### src/sv/srp_pkg.sv
// ----------------------------------------------------------------------------
// Sample rate profiler package
// Shared widths, request codes and timing constants of the profiler.
// ----------------------------------------------------------------------------
package srp_pkg;

	localparam int unsigned REQ_W      = 2;
	localparam int unsigned SAMPLES_W  = 16;
	localparam int unsigned SECONDS_W  = 32;
	localparam int unsigned MICROS_W   = 20;
	localparam int unsigned INTERVAL_W = 16;
	localparam int unsigned TOTAL_W    = 32;
	localparam int unsigned RATE_W     = 32;
	localparam int unsigned DUSEC_W    = 21;
	localparam int unsigned QUS_W      = 7;
	localparam int unsigned WIDE_W     = 39;
	localparam int unsigned S_TDATA_W  = 72;
	localparam int unsigned M_TDATA_W  = 64;

	localparam logic [REQ_W-1:0] REQ_VECTOR     = 2'd0;
	localparam logic [REQ_W-1:0] REQ_ACTIVATE   = 2'd1;
	localparam logic [REQ_W-1:0] REQ_DEACTIVATE = 2'd2;

	localparam logic [INTERVAL_W-1:0] INTERVAL_RESET       = 16'd10000;
	localparam logic [MICROS_W-1:0]   MICROS_MAX           = 20'd999999;
	localparam logic [DUSEC_W-1:0]    MICROS_PER_SECOND    = 21'd1000000;
	localparam logic [DUSEC_W-1:0]    MICROS_HUND_TOP      = 21'd640000;
	localparam logic [WIDE_W-1:0]     HUNDREDTHS_PER_SEC   = 39'd100;
	localparam logic [5:0]            DIV_STEPS_LAST       = 6'd38;
	localparam logic [2:0]            QUS_STEPS_LAST       = 3'd6;

endpackage

### src/sv/sample_rate_profiler_top.sv
// ----------------------------------------------------------------------------
// Sample rate profiler
// Counts samples over an interval of vectors and reports the total and the
// rate in samples per second, worked out by a bit-serial divider.
// ----------------------------------------------------------------------------
// Requests that do not close an interval are taken at one request a cycle. A
// request that closes an interval stalls the input through a 7-step
// microsecond divider, scaling in the multiply and hundredths states, a 39-step
// restoring divider and the load of the output register; with zero elapsed time
// the divider is skipped, and an unread report lengthens the stall.
// Reset is asynchronous and clears the control state; the interval resets to 10000.
module sample_rate_profiler_top
	import srp_pkg::*;
(
	input  logic                   clk,
	input  logic                   arst_n,
	input  logic                   cfg_wr_en,
	input  logic [INTERVAL_W-1:0]  cfg_wr_data,    // interval_vectors
	input  logic                   s_axis_tvalid,
	output logic                   s_axis_tready,
	input  logic [S_TDATA_W-1:0]   s_axis_tdata,   // vector_samples, now_seconds, now_micros
	input  logic [REQ_W-1:0]       s_axis_tuser,   // req_type
	output logic                   m_axis_tvalid,
	input  logic                   m_axis_tready,
	output logic [M_TDATA_W-1:0]   m_axis_tdata,   // interval_samples, samples_per_second
	output logic                   m_axis_tuser    // zero_elapsed
);

	localparam logic [2:0] ST_IDLE = 3'd0;
	localparam logic [2:0] ST_QUS  = 3'd1;
	localparam logic [2:0] ST_MUL  = 3'd2;
	localparam logic [2:0] ST_HUND = 3'd3;
	localparam logic [2:0] ST_DIV  = 3'd4;
	localparam logic [2:0] ST_DONE = 3'd5;

	logic [2:0]            state_q;
	logic [INTERVAL_W-1:0] interval_q;
	logic                  running_q;
	logic                  first_seen_q;
	logic [TOTAL_W-1:0]    total_q;
	logic [INTERVAL_W-1:0] count_q;
	logic [SECONDS_W-1:0]  mark_s_q;
	logic [MICROS_W-1:0]   mark_us_q;

	logic [TOTAL_W-1:0]    rep_total_q;
	logic [SECONDS_W-1:0]  dsec_q;
	logic                  borrow_q;
	logic [DUSEC_W-1:0]    dusec_q;
	logic [DUSEC_W-1:0]    dv_q;
	logic [QUS_W-1:0]      qus_q;
	logic [2:0]            qstep_q;
	logic [WIDE_W-1:0]     hmul_q;
	logic [WIDE_W-1:0]     num_q;
	logic [WIDE_W-1:0]     den_q;
	logic [WIDE_W-1:0]     rem_q;
	logic [5:0]            dstep_q;
	logic                  zero_q;
	logic                  m_valid_q;
	logic [M_TDATA_W-1:0]  m_data_q;
	logic                  m_user_q;

	logic [SAMPLES_W-1:0]  in_samples;
	logic [SECONDS_W-1:0]  in_seconds;
	logic [MICROS_W-1:0]   in_micros_raw;
	logic [MICROS_W-1:0]   in_micros;
	logic                  accept;
	logic [TOTAL_W:0]      sum_wide;
	logic [TOTAL_W-1:0]    total_sat;
	logic [INTERVAL_W-1:0] count_next;
	logic                  borrow;
	logic [DUSEC_W-1:0]    dusec;
	logic [WIDE_W:0]       hund;
	logic [WIDE_W:0]       rem_sh;
	logic                  div_ge;
	logic                  out_load;
	logic [RATE_W-1:0]     rate;

	assign in_samples    = s_axis_tdata[SAMPLES_W-1:0];
	assign in_seconds    = s_axis_tdata[SAMPLES_W +: SECONDS_W];
	assign in_micros_raw = s_axis_tdata[SAMPLES_W+SECONDS_W +: MICROS_W];
	assign in_micros     = (in_micros_raw > MICROS_MAX) ? MICROS_MAX : in_micros_raw;

	assign s_axis_tready = (state_q == ST_IDLE);
	assign accept        = s_axis_tvalid && s_axis_tready;

	assign sum_wide   = {1'b0, total_q} + {{(TOTAL_W+1-SAMPLES_W){1'b0}}, in_samples};
	assign total_sat  = sum_wide[TOTAL_W] ? {TOTAL_W{1'b1}} : sum_wide[TOTAL_W-1:0];
	assign count_next = count_q + 16'd1;
	assign borrow     = (in_micros <= mark_us_q);
	assign dusec      = {1'b0, in_micros} + (borrow ? MICROS_PER_SECOND : '0)
	                    - {1'b0, mark_us_q};

	assign hund = {1'b0, hmul_q} + {{(WIDE_W+1-QUS_W){1'b0}}, qus_q}
	              - (borrow_q ? {1'b0, HUNDREDTHS_PER_SEC} : '0);

	assign rem_sh = {rem_q, num_q[WIDE_W-1]};
	assign div_ge = (rem_sh >= {1'b0, den_q});

	assign out_load = (state_q == ST_DONE) && (!m_valid_q || m_axis_tready);
	assign rate     = zero_q ? '0 :
	                  ((|num_q[WIDE_W-1:RATE_W]) ? {RATE_W{1'b1}} : num_q[RATE_W-1:0]);

	always_ff @(posedge clk or negedge arst_n) begin
		if (!arst_n) begin
			interval_q <= INTERVAL_RESET;
		end else if (cfg_wr_en) begin
			interval_q <= cfg_wr_data;
		end
	end

	always_ff @(posedge clk or negedge arst_n) begin
		if (!arst_n) begin
			state_q      <= ST_IDLE;
			running_q    <= 1'b0;
			first_seen_q <= 1'b0;
			total_q      <= '0;
			count_q      <= '0;
			mark_s_q     <= '0;
			mark_us_q    <= '0;
			qstep_q      <= '0;
			dstep_q      <= '0;
			zero_q       <= 1'b0;
		end else begin
			case (state_q)
				ST_IDLE: begin
					if (accept) begin
						case (s_axis_tuser)
							REQ_ACTIVATE: begin
								running_q <= 1'b1;
							end
							REQ_DEACTIVATE: begin
								running_q    <= 1'b0;
								first_seen_q <= 1'b0;
							end
							REQ_VECTOR: begin
								if (running_q && !first_seen_q) begin
									first_seen_q <= 1'b1;
									mark_s_q     <= in_seconds;
									mark_us_q    <= in_micros;
									total_q      <= '0;
								end else if (running_q) begin
									if (count_next == interval_q) begin
										total_q   <= '0;
										count_q   <= '0;
										mark_s_q  <= in_seconds;
										mark_us_q <= in_micros;
										qstep_q   <= QUS_STEPS_LAST;
										state_q   <= ST_QUS;
									end else begin
										total_q <= total_sat;
										count_q <= count_next;
									end
								end
							end
							default: begin
							end
						endcase
					end
				end
				ST_QUS: begin
					qstep_q <= qstep_q - 3'd1;
					if (qstep_q == '0) begin
						state_q <= ST_MUL;
					end
				end
				ST_MUL: begin
					state_q <= ST_HUND;
				end
				ST_HUND: begin
					zero_q  <= hund[WIDE_W] || (hund == '0);
					dstep_q <= DIV_STEPS_LAST;
					state_q <= (hund[WIDE_W] || (hund == '0)) ? ST_DONE : ST_DIV;
				end
				ST_DIV: begin
					dstep_q <= dstep_q - 6'd1;
					if (dstep_q == '0) begin
						state_q <= ST_DONE;
					end
				end
				ST_DONE: begin
					if (out_load) begin
						state_q <= ST_IDLE;
					end
				end
				default: begin
					state_q <= ST_IDLE;
				end
			endcase
		end
	end

	always_ff @(posedge clk) begin
		case (state_q)
			ST_IDLE: begin
				rep_total_q <= total_sat;
				dsec_q      <= in_seconds - mark_s_q;
				borrow_q    <= borrow;
				dusec_q     <= dusec;
				dv_q        <= MICROS_HUND_TOP;
				qus_q       <= '0;
			end
			ST_QUS: begin
				if (dusec_q >= dv_q) begin
					dusec_q <= dusec_q - dv_q;
					qus_q   <= {qus_q[QUS_W-2:0], 1'b1};
				end else begin
					qus_q   <= {qus_q[QUS_W-2:0], 1'b0};
				end
				dv_q <= {1'b0, dv_q[DUSEC_W-1:1]};
			end
			ST_MUL: begin
				hmul_q <= {{(WIDE_W-SECONDS_W){1'b0}}, dsec_q} * HUNDREDTHS_PER_SEC;
				num_q  <= {{(WIDE_W-TOTAL_W){1'b0}}, rep_total_q} * HUNDREDTHS_PER_SEC;
			end
			ST_HUND: begin
				den_q <= hund[WIDE_W-1:0];
				rem_q <= '0;
			end
			ST_DIV: begin
				rem_q <= div_ge ? WIDE_W'(rem_sh - {1'b0, den_q}) : rem_sh[WIDE_W-1:0];
				num_q <= {num_q[WIDE_W-2:0], div_ge};
			end
			default: begin
			end
		endcase
	end

	always_ff @(posedge clk or negedge arst_n) begin
		if (!arst_n) begin
			m_valid_q <= 1'b0;
		end else if (out_load) begin
			m_valid_q <= 1'b1;
		end else if (m_axis_tready) begin
			m_valid_q <= 1'b0;
		end
	end

	always_ff @(posedge clk) begin
		if (out_load) begin
			m_data_q <= {rate, rep_total_q};
			m_user_q <= zero_q;
		end
	end

	assign m_axis_tvalid = m_valid_q;
	assign m_axis_tdata  = m_data_q;
	assign m_axis_tuser  = m_user_q;

endmodule

### config.mk
export PLATFORM = sky130hd
export DESIGN_NAME = sample_rate_profiler_top
export DESIGN_NICKNAME = d
export VERILOG_FILES = /design/src/sv/srp_pkg.sv /design/src/sv/sample_rate_profiler_top.sv
export SDC_FILE = /design/constraint.sdc
export NUM_CORES = 1
export LEC_CHECK = 0
export BUFFER_PORTS_ARGS = -buffer_cell sky130_fd_sc_hd__buf_2
export CORE_MARGIN = 5
export CORE_UTILIZATION = 41
export CTS_CLUSTER_DIAMETER = 80
export CTS_CLUSTER_SIZE = 25
export DETAILED_ROUTE_END_ITERATION = 8
export GPL_ROUTABILITY_DRIVEN = 0
export PLACE_DENSITY = 0.59
export SYNTH_ARGS = -nofsm -noshare
export SYNTH_HDL_FRONTEND = slang
export SYNTH_SLANG_ARGS = --single-unit
export TNS_END_PERCENT = 100
### constraint.sdc
create_clock -name clk -period 8.12 [get_ports clk]
set_input_delay 2.03 -clock clk [delete_from_list [all_inputs] [get_ports clk]]
set_output_delay 2.03 -clock clk [all_outputs]
set_load 0.01 [all_outputs]
==> run metrics, run 1 <==
CP max FO=10; WS Path Type=input pin to flop; endpoint class of the critical path=flop; sum of negative setup slack=0 ps; # IOs=162; Clk pin slew, worst setup/hold paths=90 ps; H-tree levels=2; cts bufs inserted=34; most common cell in the netlist=inv_1; die height=299 µm; Fmax=146 MHz; DR pass1 iterations=5; # nets final=4300; vias per cell=5.07; YS warnings=0; drc violations=0; final hold vios=0; ratio of cells with drive above 1 in the final layout=8.07%; Finish-stage setup viols=0; synth unique cells=81; ANT nets after route=0; Worst Clk Skew=60.8 ps; first-pass GRT wire length=119 mm; DR WL/cell=14.6 µm; CTS tree=yes; Horiz. Die Dim=299 µm; Post-Synthesis Cells=3615; final cycle utilization of the critical path=84.5%; syn avg cell area=9.49 µm²; root buffer cell=clkbuf_16; via count of the first global-routing pass=23700; pin count of the biggest net entering global routing=83; Clock Tree Buf Depth=3; Largest stage delay, worst path=550 ps; clock net sink count=464; Antenna Cells=0; Worst path top cell family by delay=compound AO/OA/AOI/OAI gates; vias=24600; number of synthesized register bits=464; top cell types by occurrence after synthesis=inv_1, ha_1, edfxtp_1, nor2_1, nand2_1; crit path time final=6860 ps; gr usage total=15.6%; Starting Density=41.2%; Worst-Margin Slew=980 ps; top_reg_cell synth=edfxtp_1; status=finished clean; CP Launch Type=input pin; core box area=0.0833 mm²; Area growth syn-to-layout=9.44%; initial DRC count=1193; DRT Wirelength=70.6 mm; max_cap viols=0; sequential area share after synthesis=38.7%; initial antenna violation count=1; area leader, netlist=edfxtp_1; IO buf count=157; Arr. time, crit path=7180 ps; RSZ-0062 raised after global routing=no; grt ovf=0; dpl cell area=0.0363 mm²; post-detail-place hpwl=54.3 mm; synthesized area=0.0343 mm²; Post-synth EDFFs=332; Worst Hold Class=flop to flop; Synth top area share=29.1%; Syn Nets=4176; asr flop ratio synth=28.4%; top cells by area, synth=edfxtp_1, ha_1, dfrtp_1; num rows=106; Buffers & Inverters on Critical Path=2; post-cts sizing count=0; cell area after layout=0.0375 mm²; Die Footprint=0.0895 mm²; relative max-transition margin=34.5%; worst-skew pair later-pin latency=600 ps; hold-fix buffers at CTS=0; Critical Path RT=8440 ps; crit path max-delay cell type=a2111oi_0; Final Slew Violations=0; Setup Buffers After CTS=0
==> layout make-up <==
cell class	count	area, µm²
fillers	8131	45800
clock inverters	25	345
well taps	1080	1350
inverters	517	1940
flip-flops and latches	464	13300
multi-input cells	2540	18800
repair buffers	182	980
clock buffers	37	872
==> registers in the layout (all words and copies together), names as in the netlist, 3 cells and up <==
name,count
count_q,16
den_q,39
dsec_q,32
dstep_q,6
dusec_q,21
dv_q,20
hmul_q,37
interval_q,16
m_axis_tdata,64
mark_s_q,32
mark_us_q,20
num_q,39
qstep_q,3
qus_q,7
rem_q,39
rep_total_q,32
state_q,3
total_q,32
==> worst register-to-register path, stage by stage, from the launching register on <==
cell	delay (ps)
edfxtp_1	500
ha_1	350
ha_1	290
inv_1	50
fa_1	500
inv_1	40
ha_1	360
a211oi_1	320
o21ai_0	170
a2111oi_0	420
nor2_1	190
a21boi_1	220
o21ai_0	150
a2111oi_0	740
o21ai_0	210
a31oi_1	240
xor2_1	170
o21ai_1	70
==> stage by stage <==
step	utilization (%)	setup WS, ps	std cells	hold slack, ps
4_1_cts	45.1	1220	4845	473
3_3_place_gp	43.6	634	4783	454
6_report	45.1	1260	4845	477
3_5_place_dp	43.6	562	4783	460
5_1_grt	45.1	782	4845	501
2_1_floorplan	-	806	3615	423
==> final timing paths <==
check | start | endpoint | slack, ps | cells after the start
setup / recovery | s_axis_tdata[67] | dusec_q[20] | 1260 | 25
hold / removal | qstep_q[0] | qstep_q[0] | 480 | 1
setup reg to reg | rep_total_q[2] | num_q[38] | 2880 | 17
hold reg to reg | qstep_q[0] | qstep_q[0] | 480 | 1
max in group asynchronous | arst_n | total_q[8] | 5740 | 2
min in group asynchronous | arst_n | mark_s_q[29] | 1300 | 1
==> cell families (layout without fill, tap and decap cells) <==
group | after synthesis | count (layout) | synth area share (%)
simple gates | 969 | 969 | 13.3
compound gates | 840 | 840 | 15.6
flops | 464 | 464 | 38.7
mux | 55 | 55 | 1.67
fa+ha+maj | 466 | 466 | 18.6
xor+xnor | 210 | 210 | 5.36
buf+inv | 611 | 761 | 6.75
==> cell usage in the layout (no fill, tap or decap), types with 14 or more instances in the layout <==
| cell | instances |
|---|---|
| inv_1 | 516 |
| ha_1 | 393 |
| edfxtp_1 | 332 |
| nor2_1 | 301 |
| nand2_1 | 277 |
| o21ai_0 | 206 |
| a21oi_1 | 198 |
| buf_2 | 156 |
| dfrtp_1 | 127 |
| xnor2_1 | 126 |
| a21o_1 | 104 |
| xor2_1 | 84 |
| fa_1 | 73 |
| nand3_1 | 67 |
| nor3_1 | 52 |
| nand2b_1 | 41 |
| o21ai_1 | 39 |
| mux2i_1 | 37 |
| nor2b_1 | 36 |
| and2_1 | 35 |
| a31oi_1 | 35 |
| nand4_1 | 34 |
| a211oi_1 | 34 |
| clkbuf_16 | 34 |
| o21a_1 | 32 |
| and3_1 | 29 |
| buf_4 | 25 |
| o21bai_1 | 24 |
| a22o_1 | 24 |
| or3_1 | 19 |
| o211ai_1 | 18 |
| mux2_2 | 18 |
| o31ai_1 | 15 |
| and4_1 | 14 |
==> per-layer routing <==
layer	track usage, %	wire [µm]	vias up
li1	-	-	12900
met5	0	0	-
met3	1.72	2060	73
met2	24.7	31000	279
met4	3.40	1500	0
met1	23.1	36100	11300
Power of run 1 is not shown: default switching activity piles up to over one toggle a cycle in this logic, so the estimate is an artifact.
==> inputs of run 2 (changes only) <==
==> constraint.sdc (replaced) <==
create_clock -name clk -period 6.92 [get_ports clk]
set_input_delay 1.73 -clock clk [delete_from_list [all_inputs] [get_ports clk]]
set_output_delay 1.73 -clock clk [all_outputs]
set_load 0.01 [all_outputs]
==> run 2 against run 1 <==
  * Core utilization grew 0.20 points
  * Cell count grew 0.47%
  * Via count shrank 0.37%
  * Setup slack lost 650 ps
  * Worst hold slack lost 21 ps
  * Sequential cell count is the same
  * Count of clock-buffer cells in the layout grew 3
  * Wire length grew 0.56%
  * Non-clock buffer count grew 23
  * First-iteration DRC count shrank 2.7%
  * Die area is the same
  * Clock skew grew 7.1 ps
==> run metrics, run 2 (synthesized netlist as in run 1, its figures left out) <==
status=finished clean; num rows=106; RSZ-0062 raised after global routing=no; Critical Path RT=7220 ps; post-cts sizing count=0; Clock Tree Buf Depth=3; via count of the first global-routing pass=23600; CTS tree=yes; ratio of cells with drive above 1 in the final layout=8.61%; Worst Hold Class=flop to flop; H-tree levels=2; core box area=0.0833 mm²; vias=24500; initial antenna violation count=1; ANT nets after route=0; commonest non-fill, non-tap cell in the layout=inv_1; die height=299 µm; Arr. time, crit path=6620 ps; cts bufs inserted=34; post-detail-place hpwl=54.6 mm; grt ovf=0; Worst-Margin Slew=1090 ps; clock net sink count=464; Die Footprint=0.0895 mm²; drc violations=0; Starting Density=41.2%; Crit Reg-Reg Endpoint=num_q[38]; Worst Clk Skew=67.9 ps; hold wc startpoint=qus_q[0]; Horiz. Die Dim=299 µm; Critical R2R Launch=rep_total_q[2]; # nets final=4323; final cycle utilization of the critical path=91.2%; relative max-transition margin=27.3%; first-pass GRT wire length=118 mm; initial DRC count=1161; root buffer cell=clkbuf_16; vias per cell=5.03; Clk pin slew, worst setup/hold paths=100 ps; sum of negative setup slack=0 ps; endpoint class of the critical path=flop; flop-to-flop setup slack=1750 ps; DR WL/cell=14.6 µm; Finish-stage setup viols=0; Fillers=8013; WS Path Type=input pin to flop; Antenna Cells=0; Fmax=158 MHz; gr usage total=15.5%; CP startpoint=s_axis_tdata[54]; Endpoint, Worst Hold=den_q[0]; Setup Buffers After CTS=0; Min Hold Slack=456 ps; worst-skew pair later-pin latency=600 ps; max_cap viols=0; CP Launch Type=input pin; most frequent cells in the layout=inv_1, ha_1, edfxtp_1; reg2reg path depth=17; max reg flops=64; crit path time final=6310 ps; pin count of the biggest net entering global routing=92; Area growth syn-to-layout=9.94%; Final Slew Violations=0; final hold vios=0; CP max FO=3; hold-fix buffers at CTS=0; DR pass1 iterations=5; IO buf count=157; # IOs=162; DRT Wirelength=71.0 mm; worst hold stages=0
[run 2: final cells by class]
cell class | count | area, µm² | area share [%]
tap | 1080 | 1350 | 3.58
multi-input combinational | 2540 | 18800 | 49.8
sequential | 464 | 13300 | 35.2
clock buffer | 40 | 925 | 2.45
inverter | 517 | 1940 | 5.15
clock inverter | 22 | 284 | 0.753
timing repair buffer | 205 | 1150 | 3.06
[run 2: metrics by stage]
stage | area [µm²] | utilization (%) | worst slack (ps) | cells
floorplan | 34300 | - | 373 | 3615
global placement | 36500 | 43.8 | 94.2 | 4806
detailed placement | 36500 | 43.8 | -11.7 | 4806
CTS | 37700 | 45.3 | 617 | 4868
global route | 37700 | 45.3 | 191 | 4868
finish | 37700 | 45.3 | 607 | 4868
[run 2: critical path, cell delays in order]
cell       delay (ps)
buf_2              90
o31ai_1            80
nand2_1            70
a21oi_1            70
or2_2             290
and2_1            190
ha_1              210
fa_1              370
a21o_1            160
a21o_1            160
a21oi_1           130
nor2b_1            50
o211ai_1          180
o311ai_0          160
o21ai_0           190
fa_1              480
ha_1              200
a2111oi_0         410
buf_4             190
o21ai_0           110
o211ai_1          260
a41oi_1           220
nor2b_1           160
nor2_1             50
a21oi_1           170
xnor2_1           130
mux2i_1            90
[run 2: worst max-delay path by stage]
stage	endpoint	slack, ps	cells past startpoint
2_1_floorplan	dusec_q[19]	370	27
6_report	dusec_q[20]	610	27
3_3_place_gp	dusec_q[20]	90	27
5_1_grt	dusec_q[20]	190	28
4_1_cts	dusec_q[20]	620	27
3_5_place_dp	dusec_q[20]	-10	27
[run 2: routing by layer]
layer  wire [µm]  global-route usage, %  vias up  share of wire [%]
li1            -                      -    12900                  -
met1       36700                   22.9    11300                 52
met2       31000                   24.7      249                 44
met3        2020                   1.88       61                2.8
met4        1290                   3.11        0                1.8
met5           0                      0        -                  0
Power of run 2 is left out for the same reason.
